**src/hw/rtl/pwn_pkg.sv**
```systemverilog
// Shared constants, codes and types of the protein word neighborhood block.
package pwn_pkg;

	localparam int MAX_WORD      = 4;
	localparam int ALPHABET_SIZE = 20;
	localparam int DIGIT_BITS    = 5;
	localparam int WORD_BITS     = MAX_WORD * DIGIT_BITS;
	localparam int NBR_WORD_BITS = 20;
	localparam int TABLE_DEPTH   = ALPHABET_SIZE * ALPHABET_SIZE;
	localparam int ADDR_BITS     = $clog2(TABLE_DEPTH);
	localparam int POS_BITS      = (MAX_WORD > 1) ? $clog2(MAX_WORD) : 1;
	localparam int LEN_BITS      = 3;
	localparam int FILL_BITS     = $clog2(MAX_WORD + 1);
	localparam int ENTRY_BITS    = 5;
	localparam int THR_BITS      = 7;
	localparam int SUM_BITS      = $clog2(MAX_WORD * 16) + 2;

	// Opcodes of an input item
	localparam logic [1:0] OP_LOAD = 2'd0;
	localparam logic [1:0] OP_PUSH = 2'd1;
	localparam logic [1:0] OP_NEXT = 2'd2;

	// Result status codes
	localparam logic [1:0] RES_FOUND     = 2'd0;
	localparam logic [1:0] RES_EXHAUSTED = 2'd1;
	localparam logic [1:0] RES_NOT_FULL  = 2'd2;
	localparam logic [1:0] RES_ACK       = 2'd3;

	// Configuration port
	localparam int PADDR_BITS = 3;
	localparam int PDATA_BITS = 32;
	localparam logic REG_WORD_LENGTH = 1'b0;
	localparam logic REG_MIN_SCORE   = 1'b1;

	localparam logic [LEN_BITS-1:0] WORD_LENGTH_RST = LEN_BITS'(3);
	localparam logic [THR_BITS-1:0] THRESHOLD_RST   = THR_BITS'(11);

	typedef logic [MAX_WORD-1:0][DIGIT_BITS-1:0] word_t;

	typedef struct packed {
		logic [LEN_BITS-1:0]        word_length;
		logic signed [THR_BITS-1:0] min_score;
	} cfg_t;

endpackage

```
**src/hw/rtl/pwn_cfg_regs.sv**
```systemverilog
// APB register file: word length and score threshold.
module pwn_cfg_regs (
	input  logic                                clk,
	input  logic                                arst_n,
	input  logic                                psel,
	input  logic                                penable,
	input  logic                                pwrite,
	input  logic [pwn_pkg::PADDR_BITS-1:0]      paddr,
	input  logic [pwn_pkg::PDATA_BITS-1:0]      pwdata,
	output logic [pwn_pkg::PDATA_BITS-1:0]      prdata,
	output logic                                pready,
	output pwn_pkg::cfg_t                       cfg
);

	logic [pwn_pkg::LEN_BITS-1:0] word_length_q;
	logic [pwn_pkg::THR_BITS-1:0] threshold_q;
	logic                         reg_sel;

	assign reg_sel = paddr[2];
	assign pready  = 1'b1;

	always_ff @(posedge clk or negedge arst_n) begin
		if (!arst_n) begin
			word_length_q <= pwn_pkg::WORD_LENGTH_RST;
			threshold_q   <= pwn_pkg::THRESHOLD_RST;
		end else if (psel && penable && pwrite) begin
			case (reg_sel)
				pwn_pkg::REG_WORD_LENGTH: word_length_q <= pwdata[pwn_pkg::LEN_BITS-1:0];
				pwn_pkg::REG_MIN_SCORE:   threshold_q   <= pwdata[pwn_pkg::THR_BITS-1:0];
				default: ;
			endcase
		end
	end

	always_comb begin
		case (reg_sel)
			pwn_pkg::REG_WORD_LENGTH:
				prdata = pwn_pkg::PDATA_BITS'(word_length_q);
			pwn_pkg::REG_MIN_SCORE:
				prdata = pwn_pkg::PDATA_BITS'(threshold_q);
			default:
				prdata = '0;
		endcase
	end

	assign cfg.word_length = word_length_q;
	assign cfg.min_score   = $signed(threshold_q);

endmodule

```
**src/hw/rtl/protein_word_neighborhood.sv**
```systemverilog
// Top level: score table memory, query window and neighbor word scan sequencer.
//
//   channel   direction  handshake             payload
//   -------   ---------  --------------------  ---------------------------------------------
//   in        sink       in_valid / in_stall   opcode, residue_a, residue_b, entry_score
//   out       source     out_valid / out_stall status, neighbor_word, neighbor_score
//   apb       slave      psel/penable/pready   paddr, pwrite, pwdata, prdata
//
// Loads, pushes and requests that end at once (window not full, window exhausted)
// answer without a scan. A request that scans examines n candidates (n up to 20^L):
// the single read port of the score table gives one entry per cycle, L reads per
// candidate, then a step that compares and advances.
// Reset clears the window, fill count, candidate, done flag and output valid flag, and
// restores word_length 3 and threshold 11. The table needs no clearing pass.
// A result held by out_stall blocks the next transfer on the input side only.
module protein_word_neighborhood (
	input  logic                                   clk,
	input  logic                                   arst_n,
	// input channel
	input  logic                                   in_valid,
	output logic                                   in_stall,
	input  logic [1:0]                             opcode,
	input  logic [pwn_pkg::DIGIT_BITS-1:0]         residue_a,
	input  logic [pwn_pkg::DIGIT_BITS-1:0]         residue_b,
	input  logic signed [pwn_pkg::ENTRY_BITS-1:0]  entry_score,
	// output channel
	output logic                                   out_valid,
	input  logic                                   out_stall,
	output logic [1:0]                             status,
	output logic [pwn_pkg::NBR_WORD_BITS-1:0]      neighbor_word,
	output logic signed [pwn_pkg::THR_BITS-1:0]    neighbor_score,
	// configuration port
	input  logic                                   psel,
	input  logic                                   penable,
	input  logic                                   pwrite,
	input  logic [pwn_pkg::PADDR_BITS-1:0]         paddr,
	input  logic [pwn_pkg::PDATA_BITS-1:0]         pwdata,
	output logic [pwn_pkg::PDATA_BITS-1:0]         prdata,
	output logic                                   pready
);

	localparam int SB = pwn_pkg::SUM_BITS;
	localparam int TB = pwn_pkg::THR_BITS;
	localparam int EB = pwn_pkg::ENTRY_BITS;

	localparam logic [1:0] S_IDLE  = 2'd0;
	localparam logic [1:0] S_ISSUE = 2'd1;
	localparam logic [1:0] S_EVAL  = 2'd2;

	localparam logic signed [SB-1:0] SAT_HI = SB'(2 ** (TB - 1) - 1);
	localparam logic signed [SB-1:0] SAT_LO = SB'(-(2 ** (TB - 1)));

	pwn_pkg::cfg_t cfg;

	pwn_cfg_regs u_cfg (
		.clk     (clk),
		.arst_n  (arst_n),
		.psel    (psel),
		.penable (penable),
		.pwrite  (pwrite),
		.paddr   (paddr),
		.pwdata  (pwdata),
		.prdata  (prdata),
		.pready  (pready),
		.cfg     (cfg)
	);

	// Score table: synchronous, with a write port for loads and a read port for the scan
	logic [EB-1:0] table_mem [pwn_pkg::TABLE_DEPTH];
	logic                           tbl_we;
	logic                           tbl_re;
	logic [pwn_pkg::ADDR_BITS-1:0]  tbl_waddr;
	logic [pwn_pkg::ADDR_BITS-1:0]  tbl_raddr;
	logic [EB-1:0]                  rd_data_s1;

	// Control and scan state
	logic [1:0]                     state_q;
	logic [pwn_pkg::DIGIT_BITS-1:0] win_q [pwn_pkg::MAX_WORD];
	logic [pwn_pkg::FILL_BITS-1:0]  fill_q;
	pwn_pkg::word_t                 cand_q;
	logic                           done_q;
	pwn_pkg::word_t                 w_q;
	logic [pwn_pkg::POS_BITS-1:0]   k_q;
	logic [pwn_pkg::LEN_BITS-1:0]   len_q;
	logic                           rd_vld_s1;
	logic signed [SB-1:0]           acc_q;

	// Output register
	logic                           out_valid_q;
	logic [1:0]                     status_q;
	pwn_pkg::word_t                 word_q;
	logic signed [TB-1:0]           score_q;

	logic                           accept;
	logic                           scan_start;
	logic                           res_set;
	logic [pwn_pkg::LEN_BITS-1:0]   eff_len;
	pwn_pkg::word_t                 cand_masked;
	pwn_pkg::word_t                 w_next;
	logic                           more;
	logic signed [SB-1:0]           rd_ext;
	logic signed [SB-1:0]           sum;
	logic signed [SB-1:0]           thr_ext;
	logic                           pass;
	logic signed [SB-1:0]           sum_sat;
	logic [pwn_pkg::DIGIT_BITS-1:0] q_res;
	logic [pwn_pkg::DIGIT_BITS-1:0] w_res;

	assign in_stall = (state_q != S_IDLE) || (out_valid_q && out_stall);
	assign accept   = in_valid && !in_stall;

	// A request with a full window and candidates left starts a scan; every
	// other transfer answers at once. A scan answers on a pass or on the wrap.
	assign scan_start = accept && (opcode == pwn_pkg::OP_NEXT)
	                    && (fill_q >= pwn_pkg::FILL_BITS'(eff_len)) && !done_q;
	assign res_set    = (accept && !scan_start) || ((state_q == S_EVAL) && (pass || !more));

	// Clamp the word length into 1..MAX_WORD
	always_comb begin
		if (cfg.word_length == '0)
			eff_len = pwn_pkg::LEN_BITS'(1);
		else if (cfg.word_length > pwn_pkg::LEN_BITS'(pwn_pkg::MAX_WORD))
			eff_len = pwn_pkg::LEN_BITS'(pwn_pkg::MAX_WORD);
		else
			eff_len = cfg.word_length;
	end

	// Keep only the low digits that the current length uses
	always_comb begin
		for (int k = 0; k < pwn_pkg::MAX_WORD; k++)
			cand_masked[k] = (pwn_pkg::LEN_BITS'(k) < eff_len) ? cand_q[k] : '0;
	end

	// Alphabetical successor: base-ALPHABET_SIZE increment over len_q digits
	always_comb begin
		logic carry;
		carry  = 1'b1;
		w_next = w_q;
		for (int k = 0; k < pwn_pkg::MAX_WORD; k++) begin
			if ((pwn_pkg::LEN_BITS'(k) < len_q) && carry) begin
				if (32'(w_q[k]) + 32'd1 < 32'(pwn_pkg::ALPHABET_SIZE)) begin
					w_next[k] = w_q[k] + 1'b1;
					carry     = 1'b0;
				end else begin
					w_next[k] = '0;
				end
			end
		end
		more = !carry;
	end

	// Table addressing: row is the query residue, column the candidate residue
	assign q_res     = win_q[pwn_pkg::POS_BITS'(pwn_pkg::MAX_WORD - 1) - k_q];
	assign w_res     = w_q[k_q];
	assign tbl_raddr = pwn_pkg::ADDR_BITS'(q_res) * pwn_pkg::ADDR_BITS'(pwn_pkg::ALPHABET_SIZE)
	                   + pwn_pkg::ADDR_BITS'(w_res);
	assign tbl_waddr = pwn_pkg::ADDR_BITS'(residue_a) * pwn_pkg::ADDR_BITS'(pwn_pkg::ALPHABET_SIZE)
	                   + pwn_pkg::ADDR_BITS'(residue_b);
	assign tbl_we    = accept && (opcode == pwn_pkg::OP_LOAD)
	                   && (32'(residue_a) < 32'(pwn_pkg::ALPHABET_SIZE))
	                   && (32'(residue_b) < 32'(pwn_pkg::ALPHABET_SIZE));
	assign tbl_re    = (state_q == S_ISSUE);

	always_ff @(posedge clk) begin
		if (tbl_we)
			table_mem[tbl_waddr] <= entry_score;
		if (tbl_re)
			rd_data_s1 <= table_mem[tbl_raddr];
	end

	// Sum of the entries read so far plus the one arriving now
	assign rd_ext  = $signed({{(SB - EB){rd_data_s1[EB-1]}}, rd_data_s1});
	assign sum     = acc_q + rd_ext;
	assign thr_ext = $signed({{(SB - TB){cfg.min_score[TB-1]}}, cfg.min_score});
	assign pass    = (sum >= thr_ext);

	always_comb begin
		if (sum > SAT_HI)
			sum_sat = SAT_HI;
		else if (sum < SAT_LO)
			sum_sat = SAT_LO;
		else
			sum_sat = sum;
	end

	always_ff @(posedge clk or negedge arst_n) begin
		if (!arst_n) begin
			state_q     <= S_IDLE;
			fill_q      <= '0;
			cand_q      <= '0;
			done_q      <= 1'b0;
			rd_vld_s1   <= 1'b0;
			out_valid_q <= 1'b0;
			for (int i = 0; i < pwn_pkg::MAX_WORD; i++)
				win_q[i] <= '0;
		end else begin
			rd_vld_s1 <= tbl_re;

			// Load a new result, or drop the old one once the consumer takes it
			if (res_set)
				out_valid_q <= 1'b1;
			else if (out_valid_q && !out_stall)
				out_valid_q <= 1'b0;

			case (state_q)
				S_IDLE: begin
					if (scan_start) begin
						// Start the scan at the saved candidate
						state_q <= S_ISSUE;
					end
					if (accept && opcode == pwn_pkg::OP_PUSH
					    && 32'(residue_a) < 32'(pwn_pkg::ALPHABET_SIZE)) begin
						for (int i = 0; i < pwn_pkg::MAX_WORD - 1; i++)
							win_q[i] <= win_q[i+1];
						win_q[pwn_pkg::MAX_WORD-1] <= residue_a;
						if (fill_q < pwn_pkg::FILL_BITS'(pwn_pkg::MAX_WORD))
							fill_q <= fill_q + 1'b1;
						cand_q <= '0;
						done_q <= 1'b0;
					end
				end
				S_ISSUE: begin
					if (k_q == '0)
						state_q <= S_EVAL;
				end
				S_EVAL: begin
					if (pass) begin
						cand_q  <= w_next;
						done_q  <= !more;
						state_q <= S_IDLE;
					end else if (!more) begin
						cand_q  <= '0;
						done_q  <= 1'b1;
						state_q <= S_IDLE;
					end else begin
						state_q <= S_ISSUE;
					end
				end
				default: state_q <= S_IDLE;
			endcase
		end
	end

	// Scan datapath and result payload
	always_ff @(posedge clk) begin
		case (state_q)
			S_IDLE: begin
				w_q   <= cand_masked;
				len_q <= eff_len;
				k_q   <= pwn_pkg::POS_BITS'(eff_len - 1'b1);
				acc_q <= '0;
				if (accept) begin
					word_q  <= '0;
					score_q <= '0;
					if (opcode != pwn_pkg::OP_NEXT)
						status_q <= pwn_pkg::RES_ACK;
					else if (fill_q < pwn_pkg::FILL_BITS'(eff_len))
						status_q <= pwn_pkg::RES_NOT_FULL;
					else
						status_q <= pwn_pkg::RES_EXHAUSTED;
				end
			end
			S_ISSUE: begin
				if (rd_vld_s1)
					acc_q <= sum;
				if (k_q != '0)
					k_q <= k_q - 1'b1;
			end
			S_EVAL: begin
				acc_q <= '0;
				k_q   <= pwn_pkg::POS_BITS'(len_q - 1'b1);
				w_q   <= w_next;
				if (pass) begin
					status_q <= pwn_pkg::RES_FOUND;
					word_q   <= w_q;
					score_q  <= sum_sat[TB-1:0];
				end else begin
					status_q <= pwn_pkg::RES_EXHAUSTED;
					word_q   <= '0;
					score_q  <= '0;
				end
			end
			default: ;
		endcase
	end

	assign out_valid      = out_valid_q;
	assign status         = status_q;
	assign neighbor_word  = pwn_pkg::NBR_WORD_BITS'(word_q);
	assign neighbor_score = score_q;

endmodule

```
**config.mk**
```make
export PLATFORM = sky130hd
export DESIGN_NAME = protein_word_neighborhood
export DESIGN_NICKNAME = d
export VERILOG_FILES = /design/src/hw/rtl/pwn_pkg.sv /design/src/hw/rtl/pwn_cfg_regs.sv /design/src/hw/rtl/protein_word_neighborhood.sv
export SDC_FILE = /design/constraint.sdc
export NUM_CORES = 2
export LEC_CHECK = 0
export ABC_AREA = 1
export BUFFER_PORTS_ARGS = -buffer_cell sky130_fd_sc_hd__buf_2
export CAP_MARGIN = 20
export CORE_MARGIN = 3
export CORE_UTILIZATION = 30
export DETAILED_ROUTE_END_ITERATION = 8
export GPL_TIMING_DRIVEN = 0
export PLACE_DENSITY = 0.41
export SLEW_MARGIN = 25
export SYNTH_ARGS = -nofsm -noshare
export SYNTH_HDL_FRONTEND = slang
export SYNTH_HIERARCHICAL = 1
export SYNTH_SLANG_ARGS = --single-unit
```
**constraint.sdc**
```tcl
create_clock -name clk -period 6.8 [get_ports clk]
set_input_delay 1.02 -clock clk [delete_from_list [all_inputs] [get_ports clk]]
set_output_delay 1.02 -clock clk [all_outputs]
set_load 0.05 [all_outputs]
```
==> impl_metrics.tcl <==
set metrics [dict create \
    start_util 0.302 \
    hold_violations 0 \
    postPlaceCellArea_mm2 0.102 \
    clock_path_buffers 4 \
    timing.slew.headroom 0.206 \
    drc 0 \
    rsz0062_at_grt "no" \
    detail_route.wl_per_cell_um 30.5 \
    synth_area_per_cell_um2 10.8 \
    setup_violations 0 \
    cts_made_buffers 241 \
    area_growth_pct 15.7 \
    cts.sinks 2125 \
    hp-class "input pin to register" \
    fin_nets 9241 \
    row_count 205 \
    fin_crit_sh 0.967 \
    ys_warn_count 6 \
    antenna_found_initial 35 \
    htreeDepth 4 \
    die_w_um 567 \
    grt-ovfl-total 0 \
    slew_violations 0 \
    grt_pass1_wl_um 557000 \
    max_freq_mhz 152 \
    wl_um 412000 \
    drv_cap 0 \
    r2r-start "k_q[1]$_DFFE_PP_" \
    status "complete, no violations" \
    ios 123 \
    layout-drive-gt1-share 0.0970 \
    start_kind "register" \
    skew_ps 47.3 \
    crit_type "register to register" \
    gp_congestion 0.933 \
    dr.pass1.iters 6 \
    end_kind "register" \
    r2r-end "rd_data_s1[0]$_DFFE_PP_" \
    cp.required_ps 7460 \
    clkTransAtPathRegs_ps 60 \
    cts_tree "built" \
    min_to "u_cfg/threshold_q[3]$_DFFE_PN1P_" \
    async_flop_share 0.0273 \
    synth.distinct_cells 52 \
    grt_max_degree 95 \
    die_y_um 567 \
    synth_ff_type "edfxtp_1" \
    tightest_slew_ps 1190 \
    synth_edf_count 2067 \
    path_max_fanout 10 \
    reg2reg_depth 18 \
    vias 69900 \
    ys_seq_area_frac 0.672 \
    io_buffers 68 \
    min_from "pwdata[3]" \
    ys_ff_latch 2125 \
    cts_root_buffer "clkbuf_16" \
    core-area_mm2 0.313 \
    stdcell_area_mm2 0.109 \
    dpl.hpwl_um 293000 \
    cts_setup_buffers 0 \
    clk_latency_ps 910 \
    syn_area_mm2 0.0945 \
    grt_pass1_vias 67100 \
    post-route-min-period_ps 6580 \
    ant_nets 0 \
    fp.dieArea_mm2 0.322 \
    r2r_slack_ps 220 \
    synthCells 8742 \
    grt.total_usage 0.249 \
    vias_per_cell 5.19 \
    cp.arrival_ps 7240 \
    drtIter0Drc 8402 \
    hold_depth 3 \
]
critical path: stages (launching register included):
cell      delay, ps
edfxtp_1        530
inv_2           240
clkbuf_1        410
o21ai_0         150
o21ai_0         440
ha_1            310
clkbuf_2        370
inv_1           480
clkbuf_2        510
clkbuf_1        780
nand3_1         310
nand3_1         200
nand3_1         150
nand3_1         270
nand3_1         230
nand3_1         340
nand2_1         330
nand2_1         140
nand2_1          60
through the flow:
step | util | setup TNS, ps | hold WS (ps) | cells | setup slack (ps)
final | 0.350 | 0 | 329 | 13500 | 223
after global routing | 0.350 | 0 | 298 | 13500 | 136
after CTS | 0.349 | 0 | 264 | 13500 | 34.8
after detailed placement | 0.325 | -54.1 | 470 | 13000 | -30.9
after global placement | 0.320 | -4973470 | 465 | 13000 | -2840
after floorplan | - | 0 | 448 | 8766 | 2790
layout make-up:
class | count | area [um^2]
inverter | 917 | 3440
clock inverter | 145 | 1360
clock buffer | 295 | 6270
antenna | 17 | 42.5
timing repair buffer | 123 | 1730
tap | 4140 | 5180
fill | 31300 | 203000
multi-input combinational | 5123 | 24800
buffer | 601 | 2970
sequential | 2125 | 63500
cell usage after synthesis, types with 2 or more instances:
cell type  instances  share of area
buf_4             42         0.0033
nand3b_1         517          0.041
nand3_1         1566          0.083
o32ai_1            2        0.00019
nor3b_1            2        0.00016
or2_2              2        0.00013
nor3_1             4        0.00021
nor4_1             3        0.00020
a31oi_1            3        0.00020
ha_1              45         0.0060
o211ai_1          65         0.0052
nand2_2           10        0.00066
buf_6             12         0.0014
conb_1             2       0.000079
o311ai_1           8        0.00074
dfstp_2            5         0.0014
o311ai_0          10        0.00093
nor2_1           550          0.022
buf_1             47         0.0019
edfxtp_1        2067           0.66
a21oi_1           89         0.0047
inv_1            907          0.036
buf_2            285          0.015
dfrtp_1           53          0.014
o21ai_0          205          0.011
fa_1               5         0.0011
xor2_1            25         0.0023
clkbuf_1         214         0.0085
o21ai_1           42         0.0022
o22ai_1            5        0.00033
a22oi_1            2        0.00016
nand2_1         1908          0.076
xnor2_1            6        0.00056
nand4_1            3        0.00020
clkinv_1           5        0.00020
a22o_1             5        0.00046
o21bai_1           3        0.00024
inv_2              4        0.00016
metal layers:
layer	GRT usage	vias to the layer above	share of wire
met4	0.102	14	0.046
met3	0.0444	653	0.076
met1	0.331	35400	0.42
li1	-	30700	-
met2	0.400	3178	0.46
met5	0	-	0.00022
registers in the layout (all words and copies together), names as in the netlist:
register / count
acc_q: 8
cand_q: 20
done_q: 1
fill_q: 3
k_q: 2
len_q: 3
neighbor_score: 7
neighbor_word: 20
out_valid: 1
rd_data_s1: 5
rd_vld_s1: 1
state_q: 2
status: 2
table_mem: 2000
u_cfg/threshold_q: 7
u_cfg/word_length_q: 3
w_q: 20
win_q: 20
kinds of logic (layout without fill, tap and decap cells):
group                    count (synthesis)  count (layout)  synth area share
adder cells (fa/ha/maj)                 50              50           0.00702
buffers and inverters                 1518            2081            0.0668
AND/OR/NAND/NOR                       4571            4571             0.224
AO/OA/AOI/OAI                          444             444            0.0267
multiplexers                             1               1          0.000119
XOR/XNOR                                31              31           0.00287
other                                    2              43         0.0000795
flip-flops                            2125            2125             0.672
cell usage in the layout (no fill, tap or decap), types with 42 or more instances in the layout:
cell type	synthesis	final
o21ai_0	205	204
inv_1	907	907
clkbuf_2	1	49
ha_1	45	45
edfxtp_1	2067	2067
dfrtp_1	53	53
a21oi_1	89	89
nand3_1	1566	1566
nand3b_1	517	517
clkinv_2	0	55
o211ai_1	65	65
clkbuf_16	0	242
nand2_1	1908	1903
clkbuf_1	214	214
nor2_1	550	543
buf_4	42	44
clkinv_1	5	57
buf_2	285	358
o21ai_1	42	42
how the worst max path moves through the flow:
stage | depth (start not counted) | startpoint | slack (ps) | endpoint
floorplan | 11 | residue_a[1] | 2790 | table_mem[261][0]$_DFFE_PP_
global placement | 1 | entry_score[1] | -2840 | table_mem[390][1]$_DFFE_PP_
detailed placement | 18 | k_q[1]$_DFFE_PP_ | -30 | rd_data_s1[0]$_DFFE_PP_
CTS | 18 | k_q[1]$_DFFE_PP_ | 30 | rd_data_s1[3]$_DFFE_PP_
global route | 18 | k_q[0]$_DFFE_PP_ | 140 | rd_data_s1[3]$_DFFE_PP_
finish | 18 | k_q[1]$_DFFE_PP_ | 220 | rd_data_s1[0]$_DFFE_PP_
timing repair:
item / CTS / global route
resized for setup: 1 / 9
endpoints found under the setup margin: 3 / 3
pin swaps: 0 / 0
hold buffers: 1 / 0
endpoints found under the hold margin: 22 / 0
Power is left out: the tool's default activity adds up to more than one toggle a clock period on the data nets, which glitch-free logic cannot reach.
